[src/design/rsi_pkg.sv]
// ----------------------------------------------------------------------------
// rsi_pkg: shared types and constants of the running Simpson integrator
// Widths, reset value of the step register, phase codes and stage control.
// ----------------------------------------------------------------------------
`default_nettype none

package rsi_pkg;

  localparam int SAMPLE_WIDTH_DEF = 16;
  localparam int SUM_WIDTH_DEF    = 48;

  localparam int DT_W   = 16;
  localparam int INT_W  = 64;
  localparam int DIV_W  = 64;
  localparam int PROD_W = DT_W + DIV_W;

  localparam logic [DT_W-1:0] DT_RESET = 16'd6554;

  // floor(v / 3) = (v * RECIP3) >> RECIP3_SHIFT for v < 2^19
  localparam int         RECIP3_SHIFT = 19;
  localparam logic [17:0] RECIP3      = 18'd174763;

  typedef enum logic [1:0] {
    PH_OPEN0,
    PH_OPEN1,
    PH_OPEN2
  } phase_e;

  typedef struct packed {
    logic valid;
    logic sum_sat;
  } rsi_ctl_t;

  // width of the weighted sum plus tail, enough to add without wrap
  function automatic int acc_width(int sw, int suw);
    return ((suw > sw + 8) ? suw : sw + 8) + 1;
  endfunction

endpackage

`default_nettype wire

[src/design/rsi_acc.sv]
// ----------------------------------------------------------------------------
// rsi_acc: panel accumulator
// Tracks the open panel, folds completed 3/8 panels into the saturating
// weighted sum and registers the weighted total including the open tail.
// ----------------------------------------------------------------------------
`default_nettype none

module rsi_acc #(
  parameter int SAMPLE_WIDTH = rsi_pkg::SAMPLE_WIDTH_DEF,
  parameter int SUM_WIDTH    = rsi_pkg::SUM_WIDTH_DEF
) (
  input  logic                                                  clk_i,
  input  logic                                                  rst_ni,
  input  logic                                                  adv_i,
  input  logic                                                  in_valid_i,
  input  logic signed [SAMPLE_WIDTH-1:0]                        sample_i,
  output logic signed [rsi_pkg::acc_width(SAMPLE_WIDTH, SUM_WIDTH)-1:0] w_o,
  output rsi_pkg::rsi_ctl_t                                     ctl_o
);

  import rsi_pkg::*;

  localparam int ACC_W = acc_width(SAMPLE_WIDTH, SUM_WIDTH);
  localparam int EXT_W = SAMPLE_WIDTH + 8;

  localparam logic signed [ACC_W-1:0] SUM_HI = ACC_W'({1'b0, {(SUM_WIDTH-1){1'b1}}});
  localparam logic signed [ACC_W-1:0] SUM_LO = ~SUM_HI;

  logic                           acc;
  logic                           have_first_q, have_first_d;
  phase_e                         phase_q, phase_d;
  logic signed [SAMPLE_WIDTH-1:0] held0_q, held0_d;
  logic signed [SAMPLE_WIDTH-1:0] held1_q, held1_d;
  logic signed [SAMPLE_WIDTH-1:0] end_q, end_d;
  logic signed [SUM_WIDTH-1:0]    wsum_q, wsum_d;
  logic                           sum_sat_q, sum_sat_d;
  logic signed [ACC_W-1:0]        w_q, w_d;
  rsi_ctl_t                       ctl_q;

  logic signed [EXT_W-1:0] s_x, e_x, a_x, b_x;
  logic signed [EXT_W-1:0] sum0, sum1, sum2;
  logic signed [EXT_W-1:0] tail0, tail1, panel;
  logic signed [ACC_W-1:0] t_sum, t_clamp;
  logic                    t_ovf;

  assign acc = in_valid_i && adv_i;

  always_comb begin
    s_x   = EXT_W'(sample_i);
    e_x   = EXT_W'(end_q);
    a_x   = EXT_W'(held0_q);
    b_x   = EXT_W'(held1_q);
    sum0  = e_x + s_x;
    sum1  = e_x + (a_x <<< 2) + s_x;
    sum2  = e_x + (a_x <<< 1) + a_x + (b_x <<< 1) + b_x + s_x;
    tail0 = (sum0 <<< 3) + (sum0 <<< 2);
    tail1 = sum1 <<< 3;
    panel = (sum2 <<< 3) + sum2;
    t_sum = ACC_W'(wsum_q) + ACC_W'(panel);
    t_ovf = 1'b0;
    if (t_sum > SUM_HI) begin
      t_clamp = SUM_HI;
      t_ovf   = 1'b1;
    end else if (t_sum < SUM_LO) begin
      t_clamp = SUM_LO;
      t_ovf   = 1'b1;
    end else begin
      t_clamp = t_sum;
    end
  end

  always_comb begin
    have_first_d = have_first_q;
    phase_d      = phase_q;
    held0_d      = held0_q;
    held1_d      = held1_q;
    end_d        = end_q;
    wsum_d       = wsum_q;
    sum_sat_d    = sum_sat_q;
    w_d          = '0;
    if (!have_first_q) begin
      end_d        = sample_i;
      have_first_d = 1'b1;
      phase_d      = PH_OPEN0;
    end else begin
      unique case (phase_q)
        PH_OPEN0: begin
          held0_d = sample_i;
          phase_d = PH_OPEN1;
          w_d     = ACC_W'(wsum_q) + ACC_W'(tail0);
        end
        PH_OPEN1: begin
          held1_d = sample_i;
          phase_d = PH_OPEN2;
          w_d     = ACC_W'(wsum_q) + ACC_W'(tail1);
        end
        PH_OPEN2: begin
          wsum_d    = SUM_WIDTH'(t_clamp);
          sum_sat_d = sum_sat_q | t_ovf;
          end_d     = sample_i;
          phase_d   = PH_OPEN0;
          w_d       = t_clamp;
        end
        default: begin
          phase_d = PH_OPEN0;
        end
      endcase
    end
  end

  always_ff @(posedge clk_i or negedge rst_ni) begin
    if (!rst_ni) begin
      have_first_q <= 1'b0;
      phase_q      <= PH_OPEN0;
      held0_q      <= '0;
      held1_q      <= '0;
      end_q        <= '0;
      wsum_q       <= '0;
      sum_sat_q    <= 1'b0;
    end else if (acc) begin
      have_first_q <= have_first_d;
      phase_q      <= phase_d;
      held0_q      <= held0_d;
      held1_q      <= held1_d;
      end_q        <= end_d;
      wsum_q       <= wsum_d;
      sum_sat_q    <= sum_sat_d;
    end
  end

  always_ff @(posedge clk_i or negedge rst_ni) begin
    if (!rst_ni) begin
      ctl_q <= '0;
    end else if (adv_i) begin
      ctl_q.valid   <= in_valid_i;
      ctl_q.sum_sat <= sum_sat_d;
    end
  end

  always_ff @(posedge clk_i) begin
    if (adv_i) begin
      w_q <= w_d;
    end
  end

  assign w_o   = w_q;
  assign ctl_o = ctl_q;

`ifndef SYNTHESIS
  a_fresh_state: assert property (@(posedge clk_i) disable iff (!rst_ni)
    !have_first_q |-> (wsum_q == '0) && !sum_sat_q && (phase_q == PH_OPEN0))
    else $error("accumulator state moved before the first sample");
`endif

endmodule

`default_nettype wire

[src/design/rsi_scale.sv]
// ----------------------------------------------------------------------------
// rsi_scale: result scaling pipeline
// Splits |W| into W/24 and W%24, multiplies by the step, clamps to 64 bits
// and holds the result word in the output register.
// ----------------------------------------------------------------------------
`default_nettype none

module rsi_scale #(
  parameter int SAMPLE_WIDTH = rsi_pkg::SAMPLE_WIDTH_DEF,
  parameter int SUM_WIDTH    = rsi_pkg::SUM_WIDTH_DEF
) (
  input  logic                                                  clk_i,
  input  logic                                                  rst_ni,
  input  logic                                                  adv_i,
  input  logic [rsi_pkg::DT_W-1:0]                              dt_i,
  input  logic signed [rsi_pkg::acc_width(SAMPLE_WIDTH, SUM_WIDTH)-1:0] w_i,
  input  rsi_pkg::rsi_ctl_t                                     ctl_i,
  output logic                                                  out_valid_o,
  output logic signed [rsi_pkg::INT_W-1:0]                      integral_o,
  output logic                                                  saturated_o
);

  import rsi_pkg::*;

  localparam int ACC_W = acc_width(SAMPLE_WIDTH, SUM_WIDTH);
  localparam int HALF  = DIV_W / 2;
  localparam int PP_W  = DT_W + HALF;
  localparam int DR_W  = DT_W + 5;
  localparam int V_W   = DR_W - 3;
  localparam int FP_W  = V_W + 18;

  localparam logic [PROD_W-1:0] LIM_POS = PROD_W'({1'b0, {(INT_W-1){1'b1}}});
  localparam logic [PROD_W-1:0] LIM_NEG = LIM_POS + 1'b1;

  rsi_ctl_t ctl2_q, ctl3_q, ctl4_q, ctl5_q, ctl6_q, ctl7_q, ctl8_q;
  logic     neg2_q, neg3_q, neg4_q, neg5_q, neg6_q, neg7_q, neg8_q;
  logic [2:0]       lo2_q, lo3_q, lo4_q, lo5_q;
  logic [DIV_W-1:0] u2_q, u3_q, u4_q;
  logic [DIV_W-1:0] q2_q, q3_q, q4_q, q5_q, qf6_q;
  logic [7:0]       r5_q;
  logic [4:0]       r24_6_q;
  logic [PP_W-1:0]  plo7_q, phi7_q, plo8_q, phi8_q;
  logic [V_W-1:0]   v7_q;
  logic [DT_W-1:0]  f8_q;
  logic             out_valid_q, res_sat_q, sat_q;
  logic [INT_W-1:0] int_q;

  logic             neg2_d;
  logic [ACC_W-1:0] mag;
  logic [DIV_W-1:0] u2_d, q2_d, t3, q3_d, t4, q4_d, r5_full, qf6_d;
  logic [11:0]      r11;
  logic [6:0]       corr;
  logic [7:0]       rem8;
  logic [PP_W-1:0]  plo7_d, phi7_d;
  logic [DR_W-1:0]  dr;
  logic [FP_W-1:0]  fp;
  logic [PROD_W-1:0] total, lim, m;
  logic             ovf;
  logic [INT_W-1:0] m64, res;

  always_comb begin
    neg2_d  = w_i[ACC_W-1];
    mag     = neg2_d ? (~w_i + 1'b1) : w_i;
    u2_d    = DIV_W'(mag >> 3);
    q2_d    = (u2_d >> 2) + (u2_d >> 4);
    t3      = q2_q + (q2_q >> 4);
    q3_d    = t3 + (t3 >> 8);
    t4      = q3_q + (q3_q >> 16);
    q4_d    = t4 + (t4 >> HALF);
    r5_full = u4_q - (q4_q + (q4_q << 1));
    r11     = ({4'b0, r5_q} << 3) + ({4'b0, r5_q} << 1) + {4'b0, r5_q};
    corr    = r11[11:5];
    qf6_d   = q5_q + DIV_W'(corr);
    rem8    = r5_q - 8'(({1'b0, corr} << 1) + {1'b0, corr});
    plo7_d  = PP_W'(dt_i) * PP_W'(qf6_q[HALF-1:0]);
    phi7_d  = PP_W'(dt_i) * PP_W'(qf6_q[DIV_W-1:HALF]);
    dr      = DR_W'(dt_i) * DR_W'(r24_6_q);
    fp      = FP_W'(v7_q) * FP_W'(RECIP3);
    total   = (PROD_W'(phi8_q) << HALF) + PROD_W'(plo8_q) + PROD_W'(f8_q);
    lim     = neg8_q ? LIM_NEG : LIM_POS;
    ovf     = total > lim;
    m       = ovf ? lim : total;
    m64     = m[INT_W-1:0];
    res     = neg8_q ? (~m64 + 1'b1) : m64;
  end

  always_ff @(posedge clk_i or negedge rst_ni) begin
    if (!rst_ni) begin
      ctl2_q      <= '0;
      ctl3_q      <= '0;
      ctl4_q      <= '0;
      ctl5_q      <= '0;
      ctl6_q      <= '0;
      ctl7_q      <= '0;
      ctl8_q      <= '0;
      out_valid_q <= 1'b0;
      res_sat_q   <= 1'b0;
    end else if (adv_i) begin
      ctl2_q      <= ctl_i;
      ctl3_q      <= ctl2_q;
      ctl4_q      <= ctl3_q;
      ctl5_q      <= ctl4_q;
      ctl6_q      <= ctl5_q;
      ctl7_q      <= ctl6_q;
      ctl8_q      <= ctl7_q;
      out_valid_q <= ctl8_q.valid;
      if (ctl8_q.valid) begin
        res_sat_q <= res_sat_q | ovf;
      end
    end
  end

  always_ff @(posedge clk_i) begin
    if (adv_i) begin
      neg2_q  <= neg2_d;
      lo2_q   <= mag[2:0];
      u2_q    <= u2_d;
      q2_q    <= q2_d;
      neg3_q  <= neg2_q;
      lo3_q   <= lo2_q;
      u3_q    <= u2_q;
      q3_q    <= q3_d;
      neg4_q  <= neg3_q;
      lo4_q   <= lo3_q;
      u4_q    <= u3_q;
      q4_q    <= q4_d;
      neg5_q  <= neg4_q;
      lo5_q   <= lo4_q;
      r5_q    <= r5_full[7:0];
      q5_q    <= q4_q;
      neg6_q  <= neg5_q;
      qf6_q   <= qf6_d;
      r24_6_q <= {rem8[1:0], lo5_q};
      neg7_q  <= neg6_q;
      plo7_q  <= plo7_d;
      phi7_q  <= phi7_d;
      v7_q    <= dr[DR_W-1:3];
      neg8_q  <= neg7_q;
      plo8_q  <= plo7_q;
      phi8_q  <= phi7_q;
      f8_q    <= fp[RECIP3_SHIFT +: DT_W];
      if (ctl8_q.valid) begin
        int_q <= res;
        sat_q <= res_sat_q | ctl8_q.sum_sat | ovf;
      end
    end
  end

  assign out_valid_o = out_valid_q;
  assign integral_o  = int_q;
  assign saturated_o = sat_q;

`ifndef SYNTHESIS
  a_sticky_carry: assert property (@(posedge clk_i) disable iff (!rst_ni)
    adv_i && ctl8_q.valid && res_sat_q |=> saturated_o)
    else $error("earlier result clamp not reflected in saturated flag");
`endif

endmodule

`default_nettype wire

[src/design/running_simpson_integrator.sv]
// ----------------------------------------------------------------------------
// running_simpson_integrator: running integral by the composite 3/8 rule
// Top level: step register, flow control, accumulator and scaling pipeline.
// ----------------------------------------------------------------------------
// One sample is accepted every cycle while in_stall_o is low. Each result
// word passes the panel accumulator register, then seven stages that divide
// the weighted total by 24 with a reciprocal series and multiply by the step
// in 16x32 partial products, then the output register. A stalled result word
// freezes the whole pipeline, so in_stall_o follows out_stall_i while a word is
// held. The user writes dt_step only while idle; the block does not enforce it.
// ----------------------------------------------------------------------------
`default_nettype none

module running_simpson_integrator #(
  parameter int SAMPLE_WIDTH = rsi_pkg::SAMPLE_WIDTH_DEF,
  parameter int SUM_WIDTH    = rsi_pkg::SUM_WIDTH_DEF
) (
  input  logic                             clk_i,
  input  logic                             rst_ni,
  input  logic                             dt_step_we_i,
  input  logic [rsi_pkg::DT_W-1:0]         dt_step_i,
  input  logic                             in_valid_i,
  output logic                             in_stall_o,
  input  logic signed [SAMPLE_WIDTH-1:0]   sample_i,
  output logic                             out_valid_o,
  input  logic                             out_stall_i,
  output logic signed [rsi_pkg::INT_W-1:0] integral_o,
  output logic                             saturated_o
);

  import rsi_pkg::*;

  localparam int ACC_W = acc_width(SAMPLE_WIDTH, SUM_WIDTH);

  logic [DT_W-1:0]         dt_q;
  logic                    adv;
  logic signed [ACC_W-1:0] w;
  rsi_ctl_t                ctl;

  assign adv        = !out_valid_o || !out_stall_i;
  assign in_stall_o = !adv;

  always_ff @(posedge clk_i or negedge rst_ni) begin
    if (!rst_ni) begin
      dt_q <= DT_RESET;
    end else if (dt_step_we_i) begin
      dt_q <= dt_step_i;
    end
  end

  rsi_acc #(
    .SAMPLE_WIDTH (SAMPLE_WIDTH),
    .SUM_WIDTH    (SUM_WIDTH)
  ) u_acc (
    .clk_i      (clk_i),
    .rst_ni     (rst_ni),
    .adv_i      (adv),
    .in_valid_i (in_valid_i),
    .sample_i   (sample_i),
    .w_o        (w),
    .ctl_o      (ctl)
  );

  rsi_scale #(
    .SAMPLE_WIDTH (SAMPLE_WIDTH),
    .SUM_WIDTH    (SUM_WIDTH)
  ) u_scale (
    .clk_i       (clk_i),
    .rst_ni      (rst_ni),
    .adv_i       (adv),
    .dt_i        (dt_q),
    .w_i         (w),
    .ctl_i       (ctl),
    .out_valid_o (out_valid_o),
    .integral_o  (integral_o),
    .saturated_o (saturated_o)
  );

`ifndef SYNTHESIS
  a_stall_cause: assert property (@(posedge clk_i) disable iff (!rst_ni)
    in_stall_o |-> out_valid_o && out_stall_i)
    else $error("input stalled without a held result word");

  a_sat_sticky: assert property (@(posedge clk_i) disable iff (!rst_ni)
    out_valid_o && saturated_o |=> saturated_o)
    else $error("saturated flag cleared");
`endif

endmodule

`default_nettype wire
[config.mk]
export PLATFORM = sky130hd
export DESIGN_NAME = running_simpson_integrator
export DESIGN_NICKNAME = d
export VERILOG_FILES = /design/src/design/rsi_pkg.sv /design/src/design/rsi_acc.sv /design/src/design/rsi_scale.sv /design/src/design/running_simpson_integrator.sv
export SDC_FILE = /design/constraint.sdc
export NUM_CORES = 2
export LEC_CHECK = 0
export BUFFER_PORTS_ARGS = -buffer_cell sky130_fd_sc_hd__clkbuf_2
export CORE_MARGIN = 2
export CORE_UTILIZATION = 60
export CTS_CLUSTER_DIAMETER = 120
export CTS_CLUSTER_SIZE = 16
export DETAILED_ROUTE_END_ITERATION = 10
export PLACE_DENSITY = 0.76
export SLEW_MARGIN = 20
export SYNTH_ARGS = -nofsm -noshare
export SYNTH_HDL_FRONTEND = slang
export SYNTH_SLANG_ARGS = --single-unit
export TNS_END_PERCENT = 10
[constraint.sdc]
create_clock -name clk_i -period 30.9 [get_ports clk_i]
set_clock_uncertainty 0.1 [all_clocks]
set_input_delay 6.18 -clock clk_i [delete_from_list [all_inputs] [get_ports clk_i]]
set_output_delay 6.18 -clock clk_i [all_outputs]
set_load 0.1 [all_outputs]
==> flow_metrics.py <==
metrics = {
    "critical_path": {
        "path_common_cell": "a21oi_1",
        "critPathBufInv": 5,
        "cp_max_fo": 30,
        "path_class": "in -> reg",
        "worstPathArrival_ps": 16040,
        "slowest_stage": "a2111oi_0",
        "worst_setup_path_end_kind": "register",
        "crit_path_start_kind": "primary input",
        "cp-startpoint": "sample_i[2]",
        "required_ps": 31180,
        "r2r-start": "u_acc.held0_q[1]",
        "cpLargestDelayFamily": "compound AO/OA/AOI/OAI gates",
        "r2r_cells": 46,
        "slowest_delay_ps": 550,
        "critical_path_cell_count": 40,
    },
    "yosys": {
        "synth_edf_count": 614,
        "synth_top_area_share": 0.2079,
        "ys_seq_area_frac": 0.2458,
        "ys_ff_latch": 748,
        "synth-warning-count": 0,
        "yosys-top-cells-area": "edfxtp_1, fa_1, ha_1",
        "synth_area_um2": 88700,
        "synth.avg_cell_area_um2": 9.571,
        "synth-main-ff-cell": "edfxtp_1",
        "syn_inst": 9268,
        "synth.largest_area_cell": "edfxtp_1",
        "synth_async_sr_flop_share": 0.1791,
        "yosys.cell_types.count": 117,
    },
    "hold_path": {
        "hold_class": "reg -> reg",
        "min_path_cells": 0,
        "hp-start": "u_scale.plo7_q[40]",
    },
    "route": {
        "viasPerCell": 6.125,
        "drt_first_pass_iters": 8,
        "routedWlPerCell_um": 21.37,
        "drc": 0,
        "antenna_left": 0,
        "dr.first_iter.drc_count": 5038,
        "vias": 68400,
        "wl_um": 238600,
    },
    "placement": {
        "gp_congestion": 0.9677,
        "io_buffers": 103,
        "hpwl_um": 187700,
    },
    "global_route": {
        "grt_overflow": 0,
        "grt_pass1_vias": 69720,
        "antenna_found_initial": 5,
        "grt_pass1_wl_um": 377700,
        "grt_usage": 0.3170,
        "grt_max_degree": 176,
    },
    "floorplan": {
        "dieWidth_um": 388.5,
        "die_area_um2": 150900,
        "fp.coreArea_um2": 147300,
        "rows": 141,
        "die_h_um": 388.5,
        "start_util": 0.6021,
        "ios": 104,
    },
    "final_layout": {
        "syn_to_final_growth_pct": 4.342,
        "nets": 11090,
        "drive_above_1_share": 0.04677,
    },
    "cts": {
        "clock_latency_ps": 690,
        "cts-root-buf": "clkbuf_16",
        "clockBufferDepth": 3,
        "cts_buffers": 53,
        "cts_hold_buf": 0,
        "clock_sinks": 748,
        "clk_pin_slew_ps": 80,
        "cts_setup_buffers": 0,
        "cts_resized": 0,
        "cts_tree": "built",
        "htreeDepth": 2,
    },
    "timing": {
        "finalHoldViolations": 0,
        "min_period_over_period": 0.5101,
        "finalSetupViolCount": 0,
        "relSlewSlack": 0.1737,
        "fin_crit_ps": 15760,
        "drv_slew": 0,
        "rsz0062_at_grt": "no",
        "tns_ps": 0,
        "fmax_mhz": 63.45,
        "tightest_slew_ps": 1236,
    },
    "status": {
        "status": "finished clean",
    },
    "job": {
        "maxCapViolCount": 0,
    },
}
-- registers in the layout (all words and copies together), names as in the netlist, 18 cells and up --
signal and cells:
u_scale.q4_q 49, u_scale.qf6_q 50, u_acc.w_o 49, u_scale.phi7_q 37, u_scale.plo8_q 48, u_scale.v7_q 18
u_acc.wsum_q 48, u_scale.phi8_q 37, u_scale.q2_q 45, u_scale.q3_q 47, u_scale.plo7_q 48, u_scale.integral_o 64
u_scale.q5_q 49
-- area by class of cell --
cell class	count	area, um2
sequential	748	21810
clock buffer	82	1468
antenna	1	2.502
timing repair buffer	160	974.7
multi-input combinational	7047	61360
fill	12060	54760
clock inverter	4	37.54
tap	1930	2415
inverter	1195	4486
-- layout by cell type, fill, tap and decap left out, types with 18 or more instances in the layout --
cell type and count:
clkbuf_1 26, a21o_1 242, buf_4 55, nand2_1 1007
a21oi_1 551, xnor2_1 480, nand2b_1 77, o31ai_1 54
o2111ai_1 18, edfxtp_1 614, ha_1 965, and2_1 307
nor2_1 390, clkbuf_16 54, mux2i_1 18, o211ai_1 35
nand3_1 178, dfrtp_1 119, or3_1 51, inv_1 1193
fa_1 884, nor3_1 140, o21a_1 85, xor2_1 172
o21bai_1 93, and3_1 80, o22ai_1 33, clkbuf_2 103
or2_2 41, nor4_1 35, mux2_2 84, a22oi_1 21
o21ai_0 343, a211oi_1 76, nand4_1 78, nor2b_1 59
or4_1 19, a21boi_0 20, and4_1 23, a31oi_1 62
-- worst register-to-register path, delay by kind of cell, from the launching register on --
kind | cells | cell delay [ps]
adders and majority gates | 8 | 3100
DFF | 1 | 510
xor gates and xnor gates | 3 | 600
buffers and inverters | 4 | 780
AOI/OAI and AO/OA | 25 | 5320
and+or+nand+nor | 6 | 1780
-- through the flow --
| stage | instance area [um2] | util | setup slack, ps | std cells | hold WS, ps |
|---|---|---|---|---|---|
| 6_report | 92550 | 0.6283 | 15140 | 11170 | 302.6 |
| 5_1_grt | 92550 | 0.6283 | 14370 | 11170 | 304.4 |
| 4_1_cts | 92540 | 0.6282 | 15340 | 11170 | 302.6 |
| 3_5_place_dp | 91030 | 0.6180 | 14680 | 11080 | 304.5 |
| 3_3_place_gp | 91030 | 0.6180 | 14810 | 11080 | 300.4 |
| 2_1_floorplan | 88710 | - | 7131 | 9269 | 300.3 |
-- layer usage --
metal / vias up / part of all wire / global-route usage
met5: - / 0.00023 / 0
li1: 31640 / - / -
met3: 689 / 0.062 / 0.04336
met1: 33560 / 0.39 / 0.3838
met2: 2505 / 0.49 / 0.5526
met4: 8 / 0.059 / 0.1617
-- cell families after synthesis --
| family | share of synthesized area |
|---|---|
| other cells | 0.00004228 |
| compound gates | 0.1384 |
| mux | 0.01270 |
| flops | 0.2458 |
| buf+inv | 0.06304 |
| simple gates | 0.1395 |
| xor+xnor | 0.06476 |
| fa+ha+maj | 0.3358 |
-- cells in the mapped netlist, types with 15 or more instances --
| cell type | instances |
|---|---|
| mux2i_1 | 18 |
| edfxtp_1 | 614 |
| o211ai_1 | 35 |
| fa_1 | 884 |
| xnor2_1 | 481 |
| nand2b_1 | 77 |
| o21bai_1 | 93 |
| o31ai_1 | 54 |
| or3_1 | 51 |
| ha_1 | 965 |
| dfrtp_1 | 127 |
| a21o_1 | 242 |
| nand4_1 | 78 |
| a22oi_1 | 21 |
| a211oi_1 | 76 |
| buf_1 | 15 |
| xor2_1 | 173 |
| a211o_1 | 18 |
| or2_2 | 41 |
| or4_1 | 19 |
| and3_1 | 80 |
| nor2_1 | 390 |
| a31oi_1 | 62 |
| nand2_1 | 1008 |
| o21ai_0 | 344 |
| o22ai_1 | 34 |
| a2111oi_0 | 16 |
| and2_1 | 308 |
| a21oi_1 | 552 |
| and4_1 | 23 |
| nor4_1 | 35 |
| o21a_1 | 85 |
| inv_1 | 1193 |
| nor2b_1 | 59 |
| clkbuf_1 | 243 |
| o31a_1 | 17 |
| mux2_2 | 84 |
| o41ai_1 | 16 |
| a21boi_0 | 20 |
| nor3_1 | 141 |
| o2111ai_1 | 18 |
| nand3_1 | 179 |
-- path summary, 6_finish.rpt --
kind,to,slack [ps]
max in group asynchronous,dt_q[14],23710
worst min register to register,u_scale.plo8_q[40],300
worst min-delay path,u_scale.plo8_q[40],300
min in group asynchronous,u_acc.end_q[11],5390
worst max-delay path,u_acc.w_o[31],15140
worst max register to register,u_acc.w_o[31],18400
Power is left out: the tool's default activity adds up to more than one toggle a clock period on the data nets, which glitch-free logic cannot reach.
